[src/design/periodic_poll_timing_wheel_top_defines.svh]
// Assertion macros for the periodic poll timing wheel.
// Included by the modules that carry concurrent checks; no other dependencies.
`ifndef PERIODIC_POLL_TIMING_WHEEL_TOP_DEFINES_SVH
`define PERIODIC_POLL_TIMING_WHEEL_TOP_DEFINES_SVH

`ifndef SYNTHESIS
`define PPTW_ASSERT(label, clk, rst_n, prop) \
    label: assert property (@(posedge clk) disable iff (!rst_n) prop) \
        else $error("pptw assertion failed");
`define PPTW_NEVER(label, clk, rst_n, expr) \
    label: assert property (@(posedge clk) disable iff (!rst_n) !(expr)) \
        else $error("pptw forbidden condition seen");
`else
`define PPTW_ASSERT(label, clk, rst_n, prop)
`define PPTW_NEVER(label, clk, rst_n, expr)
`endif

`endif

[src/design/pptw_pkg.sv]
// Shared constants, codes and types for the periodic poll timing wheel.
// No dependencies; used by pptw_front, pptw_back and the top level.
package pptw_pkg;

    localparam int SLOT_COUNT    = 10;
    localparam int ATOM_MS       = 25;
    localparam int MAX_PERIOD_MS = 256;
    localparam int ENDPOINTS     = 16;

    localparam int CMD_W      = 2;
    localparam int EP_W       = 5;
    localparam int PERIOD_W   = 10;
    localparam int KIND_W     = 3;
    localparam int SLOT_OUT_W = 4;

    localparam int SLOT_W  = $clog2(SLOT_COUNT);
    localparam int PER_W   = $clog2(SLOT_COUNT + 1);
    localparam int IDX_W   = (ENDPOINTS > 1) ? $clog2(ENDPOINTS) : 1;
    localparam int GUARD_W = $clog2(ENDPOINTS + 1);

    localparam int Q_DEPTH = 2;
    localparam int Q_PTR_W = $clog2(Q_DEPTH);
    localparam int Q_CNT_W = $clog2(Q_DEPTH + 1);

    typedef enum logic [CMD_W-1:0] {
        CMD_START = 2'd0,
        CMD_TICK  = 2'd1,
        CMD_STOP  = 2'd2
    } cmd_t;

    typedef enum logic [KIND_W-1:0] {
        K_CHECK   = 3'd0,
        K_POLL    = 3'd1,
        K_STARTED = 3'd2,
        K_REJECT  = 3'd3,
        K_DONE    = 3'd4
    } kind_t;

    typedef enum logic [1:0] {
        OP_START,
        OP_REJECT,
        OP_TICK,
        OP_STOP
    } op_t;

    typedef struct packed {
        op_t              op;
        logic [EP_W-1:0]  ep;
        logic [PER_W-1:0] slots;
    } q_item_t;

    // ceil(period / ATOM_MS), capped at SLOT_COUNT; period is nonzero here
    function automatic logic [PER_W-1:0] period_to_slots(input logic [PERIOD_W-1:0] period);
        logic [PER_W-1:0] s;
        s = PER_W'(1);
        for (int k = 1; k < SLOT_COUNT; k++)
        begin
            if (32'(period) > k * ATOM_MS)
            begin
                s = PER_W'(k + 1);
            end
        end
        return s;
    endfunction

endpackage

[src/design/pptw_front.sv]
// Front end: decodes and validates incoming transactions and queues them.
// Depends on pptw_pkg and periodic_poll_timing_wheel_top_defines.svh.
`include "periodic_poll_timing_wheel_top_defines.svh"

module pptw_front (
    input  logic                          clk,
    input  logic                          rst_n,
    input  logic                          in_valid,
    output logic                          in_ready,
    input  logic [pptw_pkg::CMD_W-1:0]    cmd,
    input  logic [pptw_pkg::EP_W-1:0]     endpoint,
    input  logic [pptw_pkg::PERIOD_W-1:0] period_ms,
    input  logic [pptw_pkg::EP_W-1:0]     ep_count,
    output logic                          q_valid,
    output pptw_pkg::q_item_t             q_item,
    input  logic                          q_pop
);

    pptw_pkg::q_item_t              item_s;
    logic                           keep_s;
    logic                           ep_ok_s;
    logic                           per_ok_s;
    logic                           push_s;

    pptw_pkg::q_item_t              q_mem_reg [pptw_pkg::Q_DEPTH];
    logic [pptw_pkg::Q_PTR_W-1:0]   wr_ptr_reg, wr_ptr_next;
    logic [pptw_pkg::Q_PTR_W-1:0]   rd_ptr_reg, rd_ptr_next;
    logic [pptw_pkg::Q_CNT_W-1:0]   count_reg, count_next;

    always_comb
    begin
        ep_ok_s  = (endpoint != '0) && (endpoint <= ep_count)
                   && (32'(endpoint) <= pptw_pkg::ENDPOINTS);
        per_ok_s = (period_ms != '0) && (32'(period_ms) <= pptw_pkg::MAX_PERIOD_MS);
        item_s.op    = pptw_pkg::OP_REJECT;
        item_s.ep    = endpoint;
        item_s.slots = pptw_pkg::period_to_slots(period_ms);
        keep_s       = 1'b0;
        unique case (cmd)
            pptw_pkg::CMD_START:
            begin
                keep_s    = 1'b1;
                item_s.op = (ep_ok_s && per_ok_s) ? pptw_pkg::OP_START : pptw_pkg::OP_REJECT;
            end
            pptw_pkg::CMD_TICK:
            begin
                keep_s    = 1'b1;
                item_s.op = pptw_pkg::OP_TICK;
            end
            pptw_pkg::CMD_STOP:
            begin
                keep_s    = ep_ok_s;
                item_s.op = pptw_pkg::OP_STOP;
            end
            default:
            begin
                keep_s = 1'b0;
            end
        endcase
    end

    assign in_ready = (count_reg != pptw_pkg::Q_CNT_W'(pptw_pkg::Q_DEPTH));
    assign push_s   = in_valid && in_ready && keep_s;
    assign q_valid  = (count_reg != '0);
    assign q_item   = q_mem_reg[rd_ptr_reg];

    always_comb
    begin
        wr_ptr_next = wr_ptr_reg;
        rd_ptr_next = rd_ptr_reg;
        count_next  = count_reg;
        if (push_s)
        begin
            wr_ptr_next = (wr_ptr_reg == pptw_pkg::Q_PTR_W'(pptw_pkg::Q_DEPTH - 1))
                          ? '0 : wr_ptr_reg + 1'b1;
        end
        if (q_pop)
        begin
            rd_ptr_next = (rd_ptr_reg == pptw_pkg::Q_PTR_W'(pptw_pkg::Q_DEPTH - 1))
                          ? '0 : rd_ptr_reg + 1'b1;
        end
        if (push_s && !q_pop)
        begin
            count_next = count_reg + 1'b1;
        end
        else if (!push_s && q_pop)
        begin
            count_next = count_reg - 1'b1;
        end
    end

    always_ff @(posedge clk or negedge rst_n)
    begin
        if (!rst_n)
        begin
            wr_ptr_reg <= '0;
            rd_ptr_reg <= '0;
            count_reg  <= '0;
        end
        else
        begin
            wr_ptr_reg <= wr_ptr_next;
            rd_ptr_reg <= rd_ptr_next;
            count_reg  <= count_next;
        end
    end

    always_ff @(posedge clk)
    begin
        if (push_s)
        begin
            q_mem_reg[wr_ptr_reg] <= item_s;
        end
    end

    `PPTW_NEVER(a_count_range, clk, rst_n, 32'(count_reg) > pptw_pkg::Q_DEPTH)
    `PPTW_ASSERT(a_pop_nonempty, clk, rst_n, q_pop |-> count_reg != '0)
    `PPTW_NEVER(a_no_overflow, clk, rst_n, push_s && !q_pop && !in_ready)

endmodule

[src/design/pptw_back.sv]
// Back end: owns the wheel state, runs start/stop updates and the tick list walk,
// and holds the result register. Depends on pptw_pkg and the defines header.
`include "periodic_poll_timing_wheel_top_defines.svh"

module pptw_back (
    input  logic                            clk,
    input  logic                            rst_n,
    input  logic                            q_valid,
    input  pptw_pkg::q_item_t               q_item,
    output logic                            q_pop,
    output logic                            out_valid,
    input  logic                            out_ready,
    output logic [pptw_pkg::KIND_W-1:0]     kind,
    output logic [pptw_pkg::EP_W-1:0]       endpoint_out,
    output logic [pptw_pkg::SLOT_OUT_W-1:0] slot_out,
    output logic                            last
);

    typedef enum logic [1:0] {
        ST_IDLE,
        ST_WALK,
        ST_MOVE
    } state_t;

    localparam int SUM_W = pptw_pkg::SLOT_W + 1;

    state_t                              state_reg, state_next;
    logic [pptw_pkg::SLOT_W-1:0]         pos_reg, pos_next;
    logic [pptw_pkg::EP_W-1:0]           cur_reg, cur_next;
    logic [pptw_pkg::EP_W-1:0]           prev_reg, prev_next;
    logic [pptw_pkg::GUARD_W-1:0]        guard_reg, guard_next;
    logic [pptw_pkg::EP_W-1:0]           mv_ep_reg, mv_ep_next;
    logic [pptw_pkg::SLOT_W-1:0]         mv_dest_reg, mv_dest_next;

    logic                                out_valid_reg;
    pptw_pkg::kind_t                     kind_reg;
    logic [pptw_pkg::EP_W-1:0]           ep_out_reg;
    logic [pptw_pkg::SLOT_OUT_W-1:0]     slot_reg;
    logic                                last_reg;

    logic [pptw_pkg::EP_W-1:0]           head_reg  [pptw_pkg::SLOT_COUNT];
    logic [pptw_pkg::EP_W-1:0]           link_reg  [pptw_pkg::ENDPOINTS];
    logic [pptw_pkg::PER_W-1:0]          per_reg   [pptw_pkg::ENDPOINTS];
    logic [pptw_pkg::ENDPOINTS-1:0]      queued_reg;
    logic [pptw_pkg::ENDPOINTS-1:0]      stop_reg;

    logic                                out_free_s;
    logic                                emit_s;
    pptw_pkg::kind_t                     emit_kind_s;
    logic [pptw_pkg::EP_W-1:0]           emit_ep_s;
    logic                                emit_last_s;

    logic [pptw_pkg::IDX_W-1:0]          ep_idx_s, cur_idx_s, prev_idx_s, mv_idx_s;
    logic [pptw_pkg::SLOT_W-1:0]         pos_plus1_s, dest_s, head_raddr_s;
    logic [SUM_W-1:0]                    sum_s;
    logic [pptw_pkg::EP_W-1:0]           head_rdata_s, link_rdata_s;
    logic [pptw_pkg::PER_W-1:0]          per_cur_s;
    logic                                walk_end_s;

    logic                                head_we_s;
    logic [pptw_pkg::SLOT_W-1:0]         head_waddr_s;
    logic [pptw_pkg::EP_W-1:0]           head_wdata_s;
    logic                                link_we_s;
    logic [pptw_pkg::IDX_W-1:0]          link_waddr_s;
    logic [pptw_pkg::EP_W-1:0]           link_wdata_s;
    logic                                ins_we_s, stop_we_s, clr_we_s;

    assign out_free_s = !out_valid_reg || out_ready;

    assign ep_idx_s   = pptw_pkg::IDX_W'(q_item.ep - 1'b1);
    assign cur_idx_s  = pptw_pkg::IDX_W'(cur_reg - 1'b1);
    assign prev_idx_s = pptw_pkg::IDX_W'(prev_reg - 1'b1);
    assign mv_idx_s   = pptw_pkg::IDX_W'(mv_ep_reg - 1'b1);

    assign pos_plus1_s = (pos_reg == pptw_pkg::SLOT_W'(pptw_pkg::SLOT_COUNT - 1))
                         ? '0 : pos_reg + 1'b1;

    assign per_cur_s = per_reg[cur_idx_s];
    assign sum_s     = SUM_W'(pos_reg) + SUM_W'(per_cur_s);
    assign dest_s    = (sum_s >= SUM_W'(pptw_pkg::SLOT_COUNT))
                       ? pptw_pkg::SLOT_W'(sum_s - SUM_W'(pptw_pkg::SLOT_COUNT))
                       : pptw_pkg::SLOT_W'(sum_s);

    always_comb
    begin
        if (state_reg == ST_MOVE)
        begin
            head_raddr_s = mv_dest_reg;
        end
        else if (q_item.op == pptw_pkg::OP_TICK)
        begin
            head_raddr_s = pos_reg;
        end
        else
        begin
            head_raddr_s = pos_plus1_s;
        end
    end

    assign head_rdata_s = head_reg[head_raddr_s];
    assign link_rdata_s = link_reg[cur_idx_s];

    assign walk_end_s = (cur_reg == '0) || (32'(cur_reg) > pptw_pkg::ENDPOINTS)
                        || (guard_reg == pptw_pkg::GUARD_W'(pptw_pkg::ENDPOINTS));

    always_comb
    begin
        state_next   = state_reg;
        pos_next     = pos_reg;
        cur_next     = cur_reg;
        prev_next    = prev_reg;
        guard_next   = guard_reg;
        mv_ep_next   = mv_ep_reg;
        mv_dest_next = mv_dest_reg;
        q_pop        = 1'b0;
        emit_s       = 1'b0;
        emit_kind_s  = pptw_pkg::K_DONE;
        emit_ep_s    = '0;
        emit_last_s  = 1'b0;
        head_we_s    = 1'b0;
        head_waddr_s = pos_reg;
        head_wdata_s = '0;
        link_we_s    = 1'b0;
        link_waddr_s = cur_idx_s;
        link_wdata_s = '0;
        ins_we_s     = 1'b0;
        stop_we_s    = 1'b0;
        clr_we_s     = 1'b0;
        unique case (state_reg)
            ST_IDLE:
            begin
                if (q_valid)
                begin
                    unique case (q_item.op)
                        pptw_pkg::OP_START:
                        begin
                            if (out_free_s)
                            begin
                                q_pop       = 1'b1;
                                emit_s      = 1'b1;
                                emit_last_s = 1'b1;
                                if (queued_reg[ep_idx_s])
                                begin
                                    emit_kind_s = pptw_pkg::K_REJECT;
                                end
                                else
                                begin
                                    emit_kind_s  = pptw_pkg::K_STARTED;
                                    emit_ep_s    = q_item.ep;
                                    ins_we_s     = 1'b1;
                                    head_we_s    = 1'b1;
                                    head_waddr_s = pos_plus1_s;
                                    head_wdata_s = q_item.ep;
                                    link_we_s    = 1'b1;
                                    link_waddr_s = ep_idx_s;
                                    link_wdata_s = head_rdata_s;
                                end
                            end
                        end
                        pptw_pkg::OP_REJECT:
                        begin
                            if (out_free_s)
                            begin
                                q_pop       = 1'b1;
                                emit_s      = 1'b1;
                                emit_kind_s = pptw_pkg::K_REJECT;
                                emit_last_s = 1'b1;
                            end
                        end
                        pptw_pkg::OP_STOP:
                        begin
                            q_pop     = 1'b1;
                            stop_we_s = queued_reg[ep_idx_s];
                        end
                        pptw_pkg::OP_TICK:
                        begin
                            if (out_free_s || pos_reg != '0)
                            begin
                                q_pop       = 1'b1;
                                emit_s      = (pos_reg == '0);
                                emit_kind_s = pptw_pkg::K_CHECK;
                                cur_next    = head_rdata_s;
                                prev_next   = '0;
                                guard_next  = '0;
                                state_next  = ST_WALK;
                            end
                        end
                        default:
                        begin
                            q_pop = 1'b1;
                        end
                    endcase
                end
            end
            ST_WALK:
            begin
                if (walk_end_s)
                begin
                    if (out_free_s)
                    begin
                        emit_s      = 1'b1;
                        emit_kind_s = pptw_pkg::K_DONE;
                        emit_last_s = 1'b1;
                        pos_next    = pos_plus1_s;
                        state_next  = ST_IDLE;
                    end
                end
                else if (stop_reg[cur_idx_s])
                begin
                    // stopped endpoint: unlink silently
                    if (prev_reg == '0)
                    begin
                        head_we_s    = 1'b1;
                        head_waddr_s = pos_reg;
                        head_wdata_s = link_rdata_s;
                    end
                    else
                    begin
                        link_we_s    = 1'b1;
                        link_waddr_s = prev_idx_s;
                        link_wdata_s = link_rdata_s;
                    end
                    clr_we_s   = 1'b1;
                    cur_next   = link_rdata_s;
                    guard_next = guard_reg + 1'b1;
                end
                else if (out_free_s)
                begin
                    emit_s      = 1'b1;
                    emit_kind_s = pptw_pkg::K_POLL;
                    emit_ep_s   = cur_reg;
                    cur_next    = link_rdata_s;
                    guard_next  = guard_reg + 1'b1;
                    if (32'(per_cur_s) < pptw_pkg::SLOT_COUNT)
                    begin
                        if (prev_reg == '0)
                        begin
                            head_we_s    = 1'b1;
                            head_waddr_s = pos_reg;
                            head_wdata_s = link_rdata_s;
                        end
                        else
                        begin
                            link_we_s    = 1'b1;
                            link_waddr_s = prev_idx_s;
                            link_wdata_s = link_rdata_s;
                        end
                        mv_ep_next   = cur_reg;
                        mv_dest_next = dest_s;
                        state_next   = ST_MOVE;
                    end
                    else
                    begin
                        prev_next = cur_reg;
                    end
                end
            end
            ST_MOVE:
            begin
                // push moved endpoint onto head of destination slot
                link_we_s    = 1'b1;
                link_waddr_s = mv_idx_s;
                link_wdata_s = head_rdata_s;
                head_we_s    = 1'b1;
                head_waddr_s = mv_dest_reg;
                head_wdata_s = mv_ep_reg;
                state_next   = ST_WALK;
            end
            default:
            begin
                state_next = ST_IDLE;
            end
        endcase
    end

    always_ff @(posedge clk or negedge rst_n)
    begin
        if (!rst_n)
        begin
            state_reg     <= ST_IDLE;
            pos_reg       <= '0;
            cur_reg       <= '0;
            prev_reg      <= '0;
            guard_reg     <= '0;
            mv_ep_reg     <= '0;
            mv_dest_reg   <= '0;
            out_valid_reg <= 1'b0;
            kind_reg      <= pptw_pkg::K_CHECK;
            ep_out_reg    <= '0;
            slot_reg      <= '0;
            last_reg      <= 1'b0;
        end
        else
        begin
            state_reg   <= state_next;
            pos_reg     <= pos_next;
            cur_reg     <= cur_next;
            prev_reg    <= prev_next;
            guard_reg   <= guard_next;
            mv_ep_reg   <= mv_ep_next;
            mv_dest_reg <= mv_dest_next;
            if (emit_s)
            begin
                out_valid_reg <= 1'b1;
                kind_reg      <= emit_kind_s;
                ep_out_reg    <= emit_ep_s;
                slot_reg      <= pptw_pkg::SLOT_OUT_W'(pos_reg);
                last_reg      <= emit_last_s;
            end
            else if (out_ready)
            begin
                out_valid_reg <= 1'b0;
            end
        end
    end

    always_ff @(posedge clk or negedge rst_n)
    begin
        if (!rst_n)
        begin
            for (int i = 0; i < pptw_pkg::SLOT_COUNT; i++)
            begin
                head_reg[i] <= '0;
            end
        end
        else if (head_we_s)
        begin
            head_reg[head_waddr_s] <= head_wdata_s;
        end
    end

    always_ff @(posedge clk)
    begin
        if (link_we_s)
        begin
            link_reg[link_waddr_s] <= link_wdata_s;
        end
    end

    always_ff @(posedge clk or negedge rst_n)
    begin
        if (!rst_n)
        begin
            for (int i = 0; i < pptw_pkg::ENDPOINTS; i++)
            begin
                per_reg[i] <= '0;
            end
            queued_reg <= '0;
            stop_reg   <= '0;
        end
        else
        begin
            if (ins_we_s)
            begin
                per_reg[ep_idx_s]    <= q_item.slots;
                queued_reg[ep_idx_s] <= 1'b1;
                stop_reg[ep_idx_s]   <= 1'b0;
            end
            if (stop_we_s)
            begin
                stop_reg[ep_idx_s] <= 1'b1;
            end
            if (clr_we_s)
            begin
                per_reg[cur_idx_s]    <= '0;
                queued_reg[cur_idx_s] <= 1'b0;
                stop_reg[cur_idx_s]   <= 1'b0;
            end
        end
    end

    assign out_valid    = out_valid_reg;
    assign kind         = kind_reg;
    assign endpoint_out = ep_out_reg;
    assign slot_out     = slot_reg;
    assign last         = last_reg;

    `PPTW_NEVER(a_pos_range, clk, rst_n, 32'(pos_reg) >= pptw_pkg::SLOT_COUNT)
    `PPTW_ASSERT(a_move_after_walk, clk, rst_n, state_reg == ST_MOVE |-> $past(state_reg) == ST_WALK)
    `PPTW_NEVER(a_guard_range, clk, rst_n, 32'(guard_reg) > pptw_pkg::ENDPOINTS)
    `PPTW_NEVER(a_stop_needs_queued, clk, rst_n, (stop_reg & ~queued_reg) != '0)

endmodule

[src/design/periodic_poll_timing_wheel_top.sv]
// Top level of the periodic poll timing wheel: APB register, front end and back end.
// Depends on pptw_pkg, pptw_front and pptw_back.
//
//  Channel   Handshake             Payload
//  ------    --------------------  ----------------------------------------
//  in        in_valid / in_ready   cmd, endpoint, period_ms
//  out       out_valid / out_ready kind, endpoint_out, slot_out, last
//  apb       psel/penable/pready   paddr, pwrite, pwdata, prdata
//
// Start, reject and stop are handled from the idle state; a start or reject result
// is registered and visible the cycle after the queue entry is taken.
// A tick walks the current slot's list with a move step per re-inserted entry; the
// single write ports on slot heads and link table set one step per cycle, and a
// stalled output holds each step that emits. Reset clears heads, periods and flags
// at once with no clearing pass (links are not reset); the two-entry queue accepts until full.
module periodic_poll_timing_wheel_top (
    input  logic                            clk,
    input  logic                            rst_n,
    input  logic                            in_valid,
    output logic                            in_ready,
    input  logic [pptw_pkg::CMD_W-1:0]      cmd,
    input  logic [pptw_pkg::EP_W-1:0]       endpoint,
    input  logic [pptw_pkg::PERIOD_W-1:0]   period_ms,
    output logic                            out_valid,
    input  logic                            out_ready,
    output logic [pptw_pkg::KIND_W-1:0]     kind,
    output logic [pptw_pkg::EP_W-1:0]       endpoint_out,
    output logic [pptw_pkg::SLOT_OUT_W-1:0] slot_out,
    output logic                            last,
    input  logic                            psel,
    input  logic                            penable,
    input  logic                            pwrite,
    input  logic [2:0]                      paddr,
    input  logic [31:0]                     pwdata,
    output logic [31:0]                     prdata,
    output logic                            pready
);

    localparam logic REG_ENDPOINT_COUNT = 1'b0;
    localparam logic [pptw_pkg::EP_W-1:0] EP_COUNT_RESET = pptw_pkg::EP_W'(16);

    logic [pptw_pkg::EP_W-1:0] ep_count_reg, ep_count_next;
    logic                      q_valid;
    pptw_pkg::q_item_t         q_item;
    logic                      q_pop;

    assign pready = 1'b1;

    always_comb
    begin
        ep_count_next = ep_count_reg;
        if (psel && penable && pwrite && (paddr[2] == REG_ENDPOINT_COUNT))
        begin
            ep_count_next = pwdata[pptw_pkg::EP_W-1:0];
        end
    end

    always_ff @(posedge clk or negedge rst_n)
    begin
        if (!rst_n)
        begin
            ep_count_reg <= EP_COUNT_RESET;
        end
        else
        begin
            ep_count_reg <= ep_count_next;
        end
    end

    assign prdata = (paddr[2] == REG_ENDPOINT_COUNT) ? 32'(ep_count_reg) : '0;

    pptw_front u_front (
        .clk       (clk),
        .rst_n     (rst_n),
        .in_valid  (in_valid),
        .in_ready  (in_ready),
        .cmd       (cmd),
        .endpoint  (endpoint),
        .period_ms (period_ms),
        .ep_count  (ep_count_reg),
        .q_valid   (q_valid),
        .q_item    (q_item),
        .q_pop     (q_pop)
    );

    pptw_back u_back (
        .clk          (clk),
        .rst_n        (rst_n),
        .q_valid      (q_valid),
        .q_item       (q_item),
        .q_pop        (q_pop),
        .out_valid    (out_valid),
        .out_ready    (out_ready),
        .kind         (kind),
        .endpoint_out (endpoint_out),
        .slot_out     (slot_out),
        .last         (last)
    );

endmodule
[config.mk]
export PLATFORM = sky130hd
export DESIGN_NAME = periodic_poll_timing_wheel_top
export DESIGN_NICKNAME = d
export VERILOG_FILES = /design/src/design/pptw_pkg.sv /design/src/design/pptw_front.sv /design/src/design/pptw_back.sv /design/src/design/periodic_poll_timing_wheel_top.sv
export VERILOG_INCLUDE_DIRS = /design/src /design/src/design
export SDC_FILE = /design/constraint.sdc
export NUM_CORES = 1
export LEC_CHECK = 0
export CORE_MARGIN = 1
export CORE_UTILIZATION = 30
export DETAILED_ROUTE_END_ITERATION = 7
export DONT_BUFFER_PORTS = 1
export PLACE_DENSITY = 0.56
export SLEW_MARGIN = 20
export SYNTH_ARGS = -nofsm -noshare
export SYNTH_HDL_FRONTEND = slang
export SYNTH_SLANG_ARGS = --single-unit
[constraint.sdc]
create_clock -name clk -period 6.2 [get_ports clk]
set_input_delay 0.93 -clock clk [delete_from_list [all_inputs] [get_ports clk]]
set_output_delay 0.93 -clock clk [all_outputs]
set_load 0.005 [all_outputs]
# == Word-level counts from Yosys, hierarchy flattened ==
# Memory sizes are Yosys's and may differ from the RTL's.
# Cells that the tools add are included.
# totals
input_bits,59
mem_bits_rw,102
romBits,0
latch_bits,0
regBits,199
mem_count,2
# memory_table
memory,words,width,rd,rd_ports_with_merged_regs,wr,line_no,text
u_back.link_reg,16,5,1,0,1,pptw_back.sv:42,logic [pptw_pkg::EP_W-1:0] link_reg [pptw_pkg::ENDPOINTS];
u_front.q_mem_reg,2,11,1,0,1,pptw_front.sv:25,pptw_pkg::q_item_t q_mem_reg [pptw_pkg::Q_DEPTH];
# op_classes
n_addsub,12
eq_ne,20
n_reduce_logical,43
n_mul,0
bitwise,16
magnitude_cmp,26
shift,0
muxes,171
n_div,0
# op_table
cell,count
5-bit 2-to-1 mux,41
64-bit 2-to-1 mux,2
4-bit 2-to-1 mux,29
16-bit 2-to-1 mux,5
64-bit bitwise AND,1
64-bit bitwise mux,1
64-bit inverter,1
50-bit bitwise mux,1
16-bit bitwise AND,3
1-bit 2-to-1 mux,46
10-bit by 8-bit > comparator with 1-bit output (second input constant),4
5-bit one-hot mux with 2 select lines,4
4-bit demux with 4-bit select,2
16-bit inverter,2
16-bit OR,2
10-bit by 7-bit > comparator with 1-bit output (second input constant),3
5-bit one-hot mux with 3 select lines,2
2-bit 2-to-1 mux,11
3-bit 2-to-1 mux,7
5-bit binary-select mux with 4-bit select,1
5-bit demux with 4-bit select,1
5-bit greater-or-equal comparator (second input constant),4
4-bit inverter with 5-bit output,4
4-bit binary-select mux with 4-bit select,1
52 further kinds,110

# == Depth between registers and ports, before layout ==
# Gate-level depths: netlist of the first run.
# An unclocked memory read counts as a cell.
# depth
word_depth,15
depth_mapped,21
mapped_depth_nobuf,15

# == Modules after synthesis ==
# A second synthesis of the first run with hierarchy kept.
# unflattened
cells_unflattened,1330
area_unflattened_um2,15559.9
# by_module_without_submodules
module,seq_area_each_um2,area_per_inst_um2,instances,cells_per_inst
pptw_back,7156.9,13634.3,1,1160
pptw_front,760.7,1457.6,1,124
periodic_poll_timing_wheel_top,126.4,467.9,1,46

# == Least setup slack after synthesis of the first run ==
# OpenSTA, ideal clock, no wires.
# synth_timing
kind,reg2reg
from,register u_back.cur_reg[0] in the netlist's numbering
to,register u_back.mv_dest_reg[2] in the netlist's numbering
t_required_ns,6.117
period_less_slack_ns,5.199
path_stages_with_launch,21
setup_ns,0.083
arrival_time_ns,5.117
path_buffers,6
slack_ns,1.001
cell_sequence,dfrtp_1 -> buf_2 -> buf_2 -> clkbuf_1 -> inv_1 -> ha_1 -> buf_2 -> clkbuf_1 -> clkbuf_1 -> mux4_2 -> nand2_1 -> and3_1 -> a31oi_1 -> ha_1 -> fa_1 -> xnor2_1 -> ha_1 -> nand2_1 -> a221o_1 -> mux2_2 -> o21ai_0
# synth_via
elab_chain_cells,8
word_cells_on_any_way,19
# synth_lines
element,line_no,text
"start, declared",pptw_back.sv:29,"logic [pptw_pkg::EP_W-1:0] cur_reg, cur_next;"
"start signal, assigned",pptw_back.sv:297,cur_reg <= cur_next;
4-bit by 1-bit subtractor with 4-bit output,pptw_back.sv:71,assign cur_idx_s = pptw_pkg::IDX_W'(cur_reg - 1'b1);
4-bit inverter with 5-bit output (not written as such),pptw_back.sv:78,assign per_cur_s = per_reg[cur_idx_s];
4-bit binary-select mux with 4-bit select,pptw_back.sv:78,
4-bit 2-to-1 mux (not written as such) (2 in a row),pptw_back.sv:78,
4-bit by 4-bit adder with 5-bit output,pptw_back.sv:79,assign sum_s = SUM_W'(pos_reg) + SUM_W'(per_cur_s);
4-bit subtractor / 5-bit by 4-bit greater-or-equal comparator with 1-bit output (equally long branches),"pptw_back.sv:81, pptw_back.sv:80",
4-bit 2-to-1 mux,pptw_back.sv:81,? pptw_pkg::SLOT_W'(sum_s - SUM_W'(pptw_pkg::SLOT_COUNT))
"end signal, assigned",pptw_back.sv:301,mv_dest_reg <= mv_dest_next;
"end, declared",pptw_back.sv:33,"logic [pptw_pkg::SLOT_W-1:0] mv_dest_reg, mv_dest_next;"
# Several ways; a longest one is shown, not always the timed one. The select of a mux whose other input is x is not followed.
# A chain may end at the register's enable or synchronous reset.

# == Final worst setup path of the first run ==
# layout_timing
from,register u_back.cur_reg[0] in the netlist's numbering
to,"memory u_back.link_reg[15][4] in the netlist's numbering, enable pin"
# layout_via
elab_chain_cells,13
word_cells_on_any_way,29
# layout_lines
element,line_no,text
4-bit by 1-bit subtractor with 4-bit output,pptw_back.sv:71,
4-bit inverter with 5-bit output (not written as such),pptw_back.sv:78,
4-bit binary-select mux with 4-bit select,pptw_back.sv:78,
4-bit 2-to-1 mux (not written as such) (2 in a row),pptw_back.sv:78,
4-bit < comparator,pptw_back.sv:234,if (32'(per_cur_s) < pptw_pkg::SLOT_COUNT)
1-bit 2-to-1 mux,pptw_back.sv:234,
1-bit 2-to-1 mux,pptw_back.sv:227,else if (out_free_s)
1-bit 2-to-1 mux,pptw_back.sv:208,else if (stop_reg[cur_idx_s])
1-bit 2-to-1 mux,pptw_back.sv:197,if (walk_end_s)
1-bit one-hot mux with 3 select lines,pptw_back.sv:129,unique case (state_reg)
1-bit 2-to-1 mux,pptw_back.sv:334,if (link_we_s)
1-bit 2-to-1 mux (not written as such),pptw_back.sv:336,link_reg[link_waddr_s] <= link_wdata_s;
"end, declared",pptw_back.sv:42,
# Several ways; a longest one is shown, not always the timed one. The select of a mux whose other input is x is not followed.

==> metrics.md, run 1 <==
| Metric | Value |
|---|---|
| Clock power share | 23.0% |
| Flop pwr share | 35.0% |
| Worst EP arrival | 5.60 ns |
| First-pass GRT wire length | 60300 um |
| WHS | 0.107 ns |
| Filler cells | 4990 |
| Share of Yosys cell area claimed by the top area cell type | 32.0% |
| PD cells | 475 nW/um^2 |
| Initial antenna violation count | 0 |
| Commonest cells in the netlist | dfrtp_1 (198), mux2i_1 (129), nor2_1 (121) |
| # diodes | 0 |
| Max H-tree Level | 2 |
| Pins Over Slew Limit | 0 |
| EDFF count, synth | 102 |
| Asr flop ratio synth | 66.1% |
| IO Pins | 107 |
| CTS tree | built |
| Library cells used by synthesis | 83 |
| Max-slew headroom | 32.3% |
| Comb power frac | 42.0% |
| Max reg flops | 80 |
| Antenna-violating nets left | 0 |
| Final Hold Fails | 0 |
| Multi-input gate area | 6910 um^2 |
| Die Area | 52600 um^2 |
| Final instance area | 17200 um^2 |
| Post-CTS sizing | 0 |
| Syn Area/Cell | 12.0 um^2 |
| WL/cell | 19.0 um |
| Mapped Cells | 1289 |
| CTS Buffer Depth | 3 |
| RSZ-0062 raised after global routing | false |
| Hold Path Class | in2async |
| Layout cells sized above 1 | 13.6% |
| Drt pass-1 iters | 6 |
| IO buf count | 0 |
| Post-CTS Setup Bufs | 0 |
| Layout area overhead | 11.2% |
| Sw Share | 39.6% |
| Clock Skews | 0.0240 ns |
| DRT iter0 DRCs | 808 |
| Synth warn | 0 |
| Worst-path clk slew | 0.06 ns |
| Final net count | 1378 |
| Core Region | 50600 um^2 |
| Clock Sinks | 301 |
| Reg-to-reg setup timing slack | 0.75 ns |
| Vias in the first global route | 10400 |
| Detailed Route WL | 37600 um |
| Minimum clock period | 5.45 ns |
| Core Util, Final | 34.1% |
| # rows | 82 |
| Root Buffer Master | clkbuf_16 |
| Final RePlAce weighted congestion | 0.866 |
| Vias per inst | 5.06 |
| Synth area leaders | dfrtp_1 (32%), edfxtp_1 (20%), mux2i_1 (8.3%) |
| Clk_lat worst skew | 0.54 ns |
| Slew @ Worst Pin | 1.01 ns |
| Final HPWL DP | 26600 um |
| Fin Setup TNS | 0 ns |
| Element type at the critical path start | flop |
| Gr usage total | 14.5% |
| Area leader, netlist | dfrtp_1 |
| Flops & latches, synth | 301 |
| Setup CP Type | reg2reg |
| Fmax | 0.183 GHz |
| Main synth FF type | dfrtp_1 |
| Die W | 229 um |
| Status | finished clean |
| Post-synthesis sequential area ratio | 51.9% |
| Worst-path fanout max | 21 |
| Starting density of the core | 30.7% |
| Register area | 8050 um^2 |
| Final setup vio count | 0 |
| Post-placement cell area | 16200 um^2 |
| Grt ovf | 0 |
| Switching power | 3.24 mW |
| Crit. End Element | flop |
| CTS buffer count | 34 |
| Worst vdd ir | 180 uV |
| Final worst-path cycle share | 87.9% |
| Most frequent cell after synthesis | dfrtp_1 |
| Die Ht | 229 um |
| Internal power | 4.96 mW |
| DR DRC count | 0 |
| Cell Area, Synth | 15500 um^2 |
| # hold bufs at CTS | 0 |
| Largest net degree at the start of global routing | 200 |
| Vias | 10100 |
| Max-Cap Viols | 0 |
| Required time worst endpoint | 6.35 ns |
| Static Leakage | 7.76 nW |
-- power by group through the flow --
stage               Combinational [mW]  Sequential, mW  Clock (mW)
floorplan                         2.59            2.73           0
global placement                  3.37            2.89           0
detailed placement                3.43            2.91           0
CTS                               3.44            2.87        1.94
global route                      3.77            2.92        2.01
finish                            3.44            2.87        1.89
-- per-layer routing --
layer | share of wire [%] | global-route usage, %
met1 | 46 | 19.8
met2 | 47 | 23.4
met3 | 4.5 | 2.53
met4 | 2.2 | 4.29
met5 | 0 | 0
-- cell usage in the layout (no fill, tap or decap), types with 7 or more instances in the layout --
| cell | synthesis | layout |
|---|---|---|
| mux2_2 | 22 | 22 |
| and3_1 | 10 | 10 |
| nor4_1 | 7 | 7 |
| nand3_1 | 44 | 44 |
| xnor2_1 | 15 | 15 |
| nor3_1 | 32 | 32 |
| and2_1 | 23 | 23 |
| edfxtp_1 | 102 | 102 |
| conb_1 | 2 | 28 |
| mux4_2 | 44 | 44 |
| nand2_1 | 70 | 70 |
| clkbuf_16 | 0 | 34 |
| dfrtp_1 | 198 | 197 |
| mux2i_1 | 129 | 129 |
| a21oi_1 | 34 | 34 |
| o21ai_0 | 39 | 38 |
| o21a_1 | 7 | 7 |
| a22oi_1 | 19 | 19 |
| mux2_1 | 49 | 49 |
| ha_1 | 29 | 28 |
| xor2_1 | 15 | 14 |
| clkbuf_1 | 44 | 14 |
| nor2b_1 | 7 | 7 |
| buf_4 | 30 | 31 |
| nor2_1 | 121 | 121 |
| a221o_1 | 8 | 8 |
| inv_1 | 49 | 49 |
-- final cells by class --
cell class                      count  area share, %
Sequential cell                   301           46.7
Clock buffer                       51           5.48
Timing Repair Buffer               31           1.35
Tap cell                          672           4.88
Multi-Input combinational cell    871           40.0
Clock inverter                      9          0.508
Inverter                           50           1.09
-- per-stage QoR --
step / instances / total power, mW / setup slack (ns)
2_1_floorplan: 1315 / 5.32 / 1.00
3_3_place_gp: 1925 / 6.26 / 0.799
3_5_place_dp: 1925 / 6.33 / 0.757
4_1_cts: 1985 / 8.25 / 0.760
5_1_grt: 1985 / 8.70 / 0.452
6_report: 1985 / 8.20 / 0.748
-- worst max-delay path: stages, from the launching register on --
cell      delay, ns
dfrtp_2        0.70
buf_4          0.41
buf_4          0.43
mux4_2         0.31
mux2i_1        0.13
mux2i_1        0.53
o21ai_0        0.28
a21oi_1        0.86
o21a_1         0.20
a221oi_1       0.06
a311o_1        0.50
nor3_1         0.64
-- kinds of logic (layout without fill, tap and decap cells) --
kind of cell	Yosys count	count (layout)	share of synthesized area, %
other	2	28	0.0484
buffers and inverters	143	141	4.33
and+or+nand+nor	357	357	11.3
xor gates and xnor gates	30	30	1.69
adders and majority gates	30	30	2.47
AOI/OAI and AO/OA	178	178	7.96
muxes	248	248	20.3
DFF	301	301	51.9
-- path summary, 6_finish.rpt --
path	start	endpoint	depth (start not counted)
worst min register to register	u_back.head_reg[15]	u_back.head_reg[15]	1
min in group clk	u_back.head_reg[15]	u_back.head_reg[15]	1
worst min-delay path	rst_n	ep_count_reg[3]	0
worst max register to register	u_back.cur_reg[0]	u_back.link_reg[15][4]	11
max in group asynchronous	rst_n	u_back.per_reg[35]	0
worst max-delay path	u_back.cur_reg[0]	u_back.link_reg[15][4]	11
(Power assumes the default switching activity.)
==> run 2, diff against run 1 <==
--- a/constraint.sdc
+++ b/constraint.sdc
@@ -3,2 +3,2 @@
 set_output_delay 0.93 -clock clk [all_outputs]
-set_load 0.005 [all_outputs]
+set_load 0.1 [all_outputs]
==> metrics.md, run 2 (synthesis results as in run 1) <==
| Metric | Value |
|---|---|
| Status | finished clean |
| Largest stage delay, worst path | 0.86 ns (about the same) |
| Max-slew headroom | 25.3% (-7.0 points) |
| Max-Cap Viols | 0 (unchanged) |
| Register area | 8050 um^2 (unchanged) |
| Clk_lat worst skew | 0.52 ns (-0.02 ns) |
| Clock power share | 23.6% (+0.6 points) |
| CTS buffer count | 35 (+2.9%) |
| Final HPWL DP | 26900 um (+1.1%) |
| Filler cells | 4943 (-0.94%) |
| Gr usage total | 14.5% (+0.063 points) |
| Layout cells sized above 1 | 14.9% (+1.2 points) |
| Reg2Reg Depth | 11 (unchanged) |
| Worst EP arrival | 5.57 ns (-0.03 ns) |
| WL/cell | 19.0 um (+0.14%) |
| Grt ovf | 0 (unchanged) |
| Vias in the first global route | 10600 (+1.7%) |
| Most common cell after layout, fill and taps aside | dfrtp_1 |
| Fin Setup TNS | 0 ns (unchanged) |
| CTS tree | built |
| Antenna-violating nets left | 0 (unchanged) |
| Crit. End Element | flop |
| R2R Path End | u_back.link_reg[15][4] |
| Max H-tree Level | 2 (unchanged) |
| Post-CTS sizing | 0 (unchanged) |
| IO Pins | 107 (unchanged) |
| Dpl ws | 0.793 ns (+0.0351 ns) |
| Starting density of the core | 30.7% (unchanged) |
| Root Buffer Master | clkbuf_16 |
| Final Non-Filler Cells | 1990 (+0.25%) |
| Placed instance count | 1926 (+0.052%) |
| DR DRC count | 0 (unchanged) |
| Worst Slack Setup Final | 0.759 ns (+0.0112 ns) |
| Sw Share | 41.8% (+2.3 points) |
| # rows | 82 (unchanged) |
| Worst R2R Start | u_back.cur_reg[0] |
| Final setup vio count | 0 (unchanged) |
| Core Region | 50600 um^2 (unchanged) |
| Die Ht | 229 um (unchanged) |
| Worst-path fanout max | 22 (+4.8%) |
| Final worst-path cycle share | 87.8% (-0.18 points) |
| Setup crit end | u_back.link_reg[15][4] |
| Worst-path clk slew | 0.06 ns (about the same) |
| Fmax | 0.184 GHz (+0.21%) |
| Max reg flops | 80 (unchanged) |
| Post-placement cell area | 16200 um^2 (+0.12%) |
| Critical-path top delay cell | a21oi_1 |
| # hold bufs at CTS | 0 (unchanged) |
| IO buf count | 0 (unchanged) |
| CTS Buffer Depth | 3 (unchanged) |
| Final instance area | 17400 um^2 (+0.99%) |
| Internal power | 5.13 mW (+3.4%) |
| Pins Over Slew Limit | 0 (unchanged) |
| Initial antenna violation count | 0 (unchanged) |
| Element type at the critical path start | flop |
| Most frequent cells in the layout | dfrtp_1 (197), mux2i_1 (129), nor2_1 (117), edfxtp_1 (102), nand2_1 (70) |
| Vias | 10100 (+0.67%) |
| Comb power frac | 40.6% (-1.4 points) |
| Static Leakage | 7.83 nW (+1.0%) |
| Crit-path cells | buf_4, buf_4, mux4_2, mux2i_1, mux2i_1, o21ai_0, a21oi_1, o21a_1, a221oi_1, a311o_1, nor3_1 |
| # diodes | 0 (unchanged) |
| Clock Skews | 0.0260 ns (+0.00193 ns) |
| Switching power | 3.68 mW (+14%) |
| Layout area overhead | 12.3% |
| Post-CTS Setup Bufs | 0 (unchanged) |
| Final Hold Fails | 0 (unchanged) |
| PD cells | 506 nW/um^2 (+6.4%) |
| Clock Sinks | 301 (unchanged) |
| Setup CP Type | reg2reg |
| Detailed Route WL | 37800 um (+0.40%) |
| Worst vdd ir | 204 uV (+14%) |
| Pwr Total | 8.81 mW (+7.5%) |
| Die Area | 52600 um^2 (unchanged) |
| Largest net degree at the start of global routing | 200 (unchanged) |
| Vias per inst | 5.09 (+0.41%) |
| Reg-to-reg setup timing slack | 0.76 ns (about the same) |
| Die W | 229 um (unchanged) |
| Hold Path Class | in2async |
| RSZ-0062 raised after global routing | false |
| Final RePlAce weighted congestion | 0.864 (-0.25%) |
| Critical Path Start | u_back.cur_reg[0] |
| Drt pass-1 iters | 5 (-1) |
| First-pass GRT wire length | 60600 um (+0.39%) |
| DRT iter0 DRCs | 774 (-4.2%) |
| Minimum clock period | 5.44 ns (-0.0112 ns) |
| Final net count | 1380 (+0.15%) |
| Flop pwr share | 35.8% (+0.8 points) |
| Required time worst endpoint | 6.33 ns (-0.02 ns) |
| Slew @ Worst Pin | 1.12 ns (+0.107 ns) |
| Multi-input gate area | 6920 um^2 (+0.22%) |
[run 2: cell count changes in the layout (fill, tap and decap cells not counted), sizes merged]
cell / before / now
clkinv: 7 / 11
clkinvlp: 0 / 2
inv: 51 / 50
buf: 31 / 32
bufinv: 1 / 3
clkbuf: 51 / 48
[run 2: cell type report]
type / count / area share (%)
inverter: 50 / 1.08
timing repair buffer: 32 / 1.38
clock buffer: 48 / 5.78
multi-input combinational: 871 / 39.7
clock inverter: 16 / 0.992
tap: 672 / 4.83
sequential: 301 / 46.2
[run 2: how the worst min path moves through the flow]
stage / from / end / slack [ns] / cells past startpoint
floorplan: u_back.mv_dest_reg[2] / u_back.mv_dest_reg[2] / 0.44 / 2
global placement: u_back.head_reg[18] / u_back.head_reg[18] / 0.47 / 1
CTS: rst_n / u_back.mv_ep_reg[2] / 0.09 / 0
global route: rst_n / ep_count_reg[2] / 0.1 / 0
detailed placement: u_back.head_reg[18] / u_back.head_reg[18] / 0.47 / 1
finish: rst_n / ep_count_reg[2] / 0.11 / 0
[run 2: metrics by stage]
stage / hold slack (ns) / util [%]
after floorplan: 0.443 / -
after global placement: 0.467 / 32.1
after detailed placement: 0.474 / 32.1
after CTS: 0.0949 / 34.4
after global routing: 0.0972 / 34.4
final: 0.112 / 34.4
[run 2: power groups by stage]
stage          combinational (mW)  clock [mW]  sequential (mW)
2_1_floorplan                2.71           0             3.02
3_3_place_gp                 3.52           0             3.17
3_5_place_dp                 3.57           0             3.19
4_1_cts                      3.58        2.13             3.15
5_1_grt                      3.88        2.22             3.20
6_report                     3.58        2.08             3.15
[run 2: critical path: cells and delay by family (launching register included)]
kind	cells	cell delay, ns
simple gates	1	0.63
mux	3	0.94
flops	1	0.70
compound gates	5	1.89
buf+inv	2	0.83
[run 2: layer usage]
layer / wire [um] / track usage (%) / vias to the layer above
li1: - / - / 4665
met1: 17100 / 19.8 / 5119
met2: 17900 / 23.8 / 273
met3: 1960 / 2.38 / 64
met4: 817 / 4.19 / 0
met5: 0 / 0 / -
==> run 3, diff against run 2 <==
- GPL_ROUTABILITY_DRIVEN: not set -> 0
- PLACE_DENSITY: 0.56 -> not set
- PLACE_DENSITY_LB_ADDON: not set -> 0.25
==> metrics.md, run 3 (synthesis results as in run 1) <==
| Metric | Value |
|---|---|
| Gr usage total | 15.2% (+0.64 points) |
| Minimum clock period | 5.05 ns (-0.386 ns) |
| # hold bufs at CTS | 0 (unchanged) |
| Required time worst endpoint | 6.37 ns (+0.04 ns) |
| Fmax | 0.198 GHz (+7.6%) |
| Element type at the critical path start | flop |
| PD cells | 506 nW/um^2 (+0.11%) |
| Post-CTS sizing | 0 (unchanged) |
| Most frequent cells in the layout | dfrtp_1 (197), mux2i_1 (129), nor2_1 (117), edfxtp_1 (102), nand2_1 (70) |
| Max-slew headroom | 25.9% (+0.59 points) |
| # rows | 82 (unchanged) |
| DR DRC count | 0 (unchanged) |
| Post-CTS Setup Bufs | 0 (unchanged) |
| Final worst-path cycle share | 81.5% (-6.2 points) |
| Worst-path fanout max | 13 (-41%) |
| Pwr Total | 8.80 mW (-0.14%) |
| Die Ht | 229 um (unchanged) |
| Initial antenna violation count | 0 (unchanged) |
| Root Buffer Master | clkbuf_16 |
| Layout cells sized above 1 | 14.4% (-0.48 points) |
| Largest net degree at the start of global routing | 200 (unchanged) |
| Crit. End Element | flop |
| Worst vdd ir | 166 uV (-19%) |
| DRT iter0 DRCs | 810 (+4.7%) |
| Final setup vio count | 0 (unchanged) |
| Grt ovf | 0 (unchanged) |
| Vias | 10100 (-0.020%) |
| # diodes | 0 (unchanged) |
| Detailed Route WL | 39200 um (+3.7%) |
| Core Region | 50600 um^2 (unchanged) |
| Filler cells | 4972 (+0.59%) |
| Placed instance count | 1928 (+0.10%) |
| Clk_lat worst skew | 0.55 ns (+0.03 ns) |
| Status | finished clean |
| RSZ-0062 raised after global routing | false |
| IO Pins | 107 (unchanged) |
| Clock Sinks | 301 (unchanged) |
| Starting density of the core | 30.7% (unchanged) |
| Drt pass-1 iters | 6 (+1) |
| IO buf count | 0 (unchanged) |
| WL/cell | 19.7 um (+3.6%) |
| Slew @ Worst Pin | 1.11 ns (-0.00890 ns) |
| Hold Path Class | in2async |
| Final Hold Fails | 0 (unchanged) |
| First-pass GRT wire length | 61900 um (+2.2%) |
| Setup CP Type | reg2reg |
| Layout area overhead | 12.0% |
| Fin Setup TNS | 0 ns (unchanged) |
| Max reg flops | 80 (unchanged) |
| Pins Over Slew Limit | 0 (unchanged) |
| Core Util, Final | 34.3% (-0.087 points) |
| Worst EP arrival | 5.22 ns (-0.35 ns) |
| Vias in the first global route | 10200 (-3.2%) |
| Worst-path clk slew | 0.06 ns (about the same) |
| Final net count | 1383 (+0.22%) |
| Max-Cap Viols | 0 (unchanged) |
| Die Area | 52600 um^2 (unchanged) |
| Reg-to-reg setup timing slack | 1.15 ns (+0.39 ns) |
| CTS buffer count | 36 (+2.9%) |
| WHS | 0.0927 ns (-0.0196 ns) |
| Dpl ws | 1.18 ns (+0.392 ns) |
| Antenna-violating nets left | 0 (unchanged) |
| Post-placement cell area | 16300 um^2 (+0.16%) |
| Final Non-Filler Cells | 1992 (+0.10%) |
| Most common cell after layout, fill and taps aside | dfrtp_1 |
| CTS Buffer Depth | 3 (unchanged) |
| Static Leakage | 7.81 nW (-0.32%) |
| Max H-tree Level | 2 (unchanged) |
| Clock Skews | 0.0301 ns (+0.00411 ns) |
| Final instance area | 17400 um^2 (-0.25%) |
| Die W | 229 um (unchanged) |
| CTS tree | built |
| Final HPWL DP | 27500 um (+2.0%) |
| Vias per inst | 5.08 (-0.12%) |
| Worst Slack Setup Final | 1.15 ns (+0.386 ns) |
==> run 3: worst paths after layout <==
check | cells after the start | endpoint | start
setup / recovery | 13 | u_back.link_reg[8][4] | u_back.cur_reg[1]
hold / removal | 0 | ep_count_reg[1] | rst_n
setup reg to reg | 13 | u_back.link_reg[8][4] | u_back.cur_reg[1]
hold reg to reg | 1 | u_back.head_reg[29] | u_back.head_reg[29]
max in group asynchronous | 0 | u_front.count_reg[0] | rst_n
min in group clk | 1 | u_back.head_reg[29] | u_back.head_reg[29]
==> run 3: critical path, stage by stage, from the launching register on <==
cell and delay (ns):
dfrtp_1 0.53, inv_1 0.15, ha_1 0.27, xor2_2 0.73, mux2i_1 0.41, mux2i_1 0.30
o21ai_0 0.33, a21oi_1 0.17, buf_4 0.20, o21a_1 0.17, a221oi_1 0.32, a311oi_2 0.08
buf_4 0.22, nor3_1 0.76
==> run 3: cell type report <==
cell class	count	area [um^2]	area share [%]
Clock buffer	54	1030	5.94
Clock inverter	10	85.1	0.490
Inverter	50	188	1.08
Multi-Input combinational cell	871	6930	39.9
Sequential cell	301	8050	46.3
Tap cell	672	841	4.84
Timing Repair Buffer	34	255	1.47
==> run 3: metal layers <==
layer,vias up,part of all wire [%],GRT usage (%)
met5,-,0,0
met4,0,2.1,4.27
li1,4671,-,-
met2,223,47,24.3
met3,58,4.3,2.80
met1,5167,46,20.9
==> run 3: power by group <==
group	internal, mW	total, mW	switching [mW]
sequential	2.52	3.13	0.608
combinational	1.35	3.65	2.30
clock	1.19	2.02	0.828
total	5.07	8.80	3.73
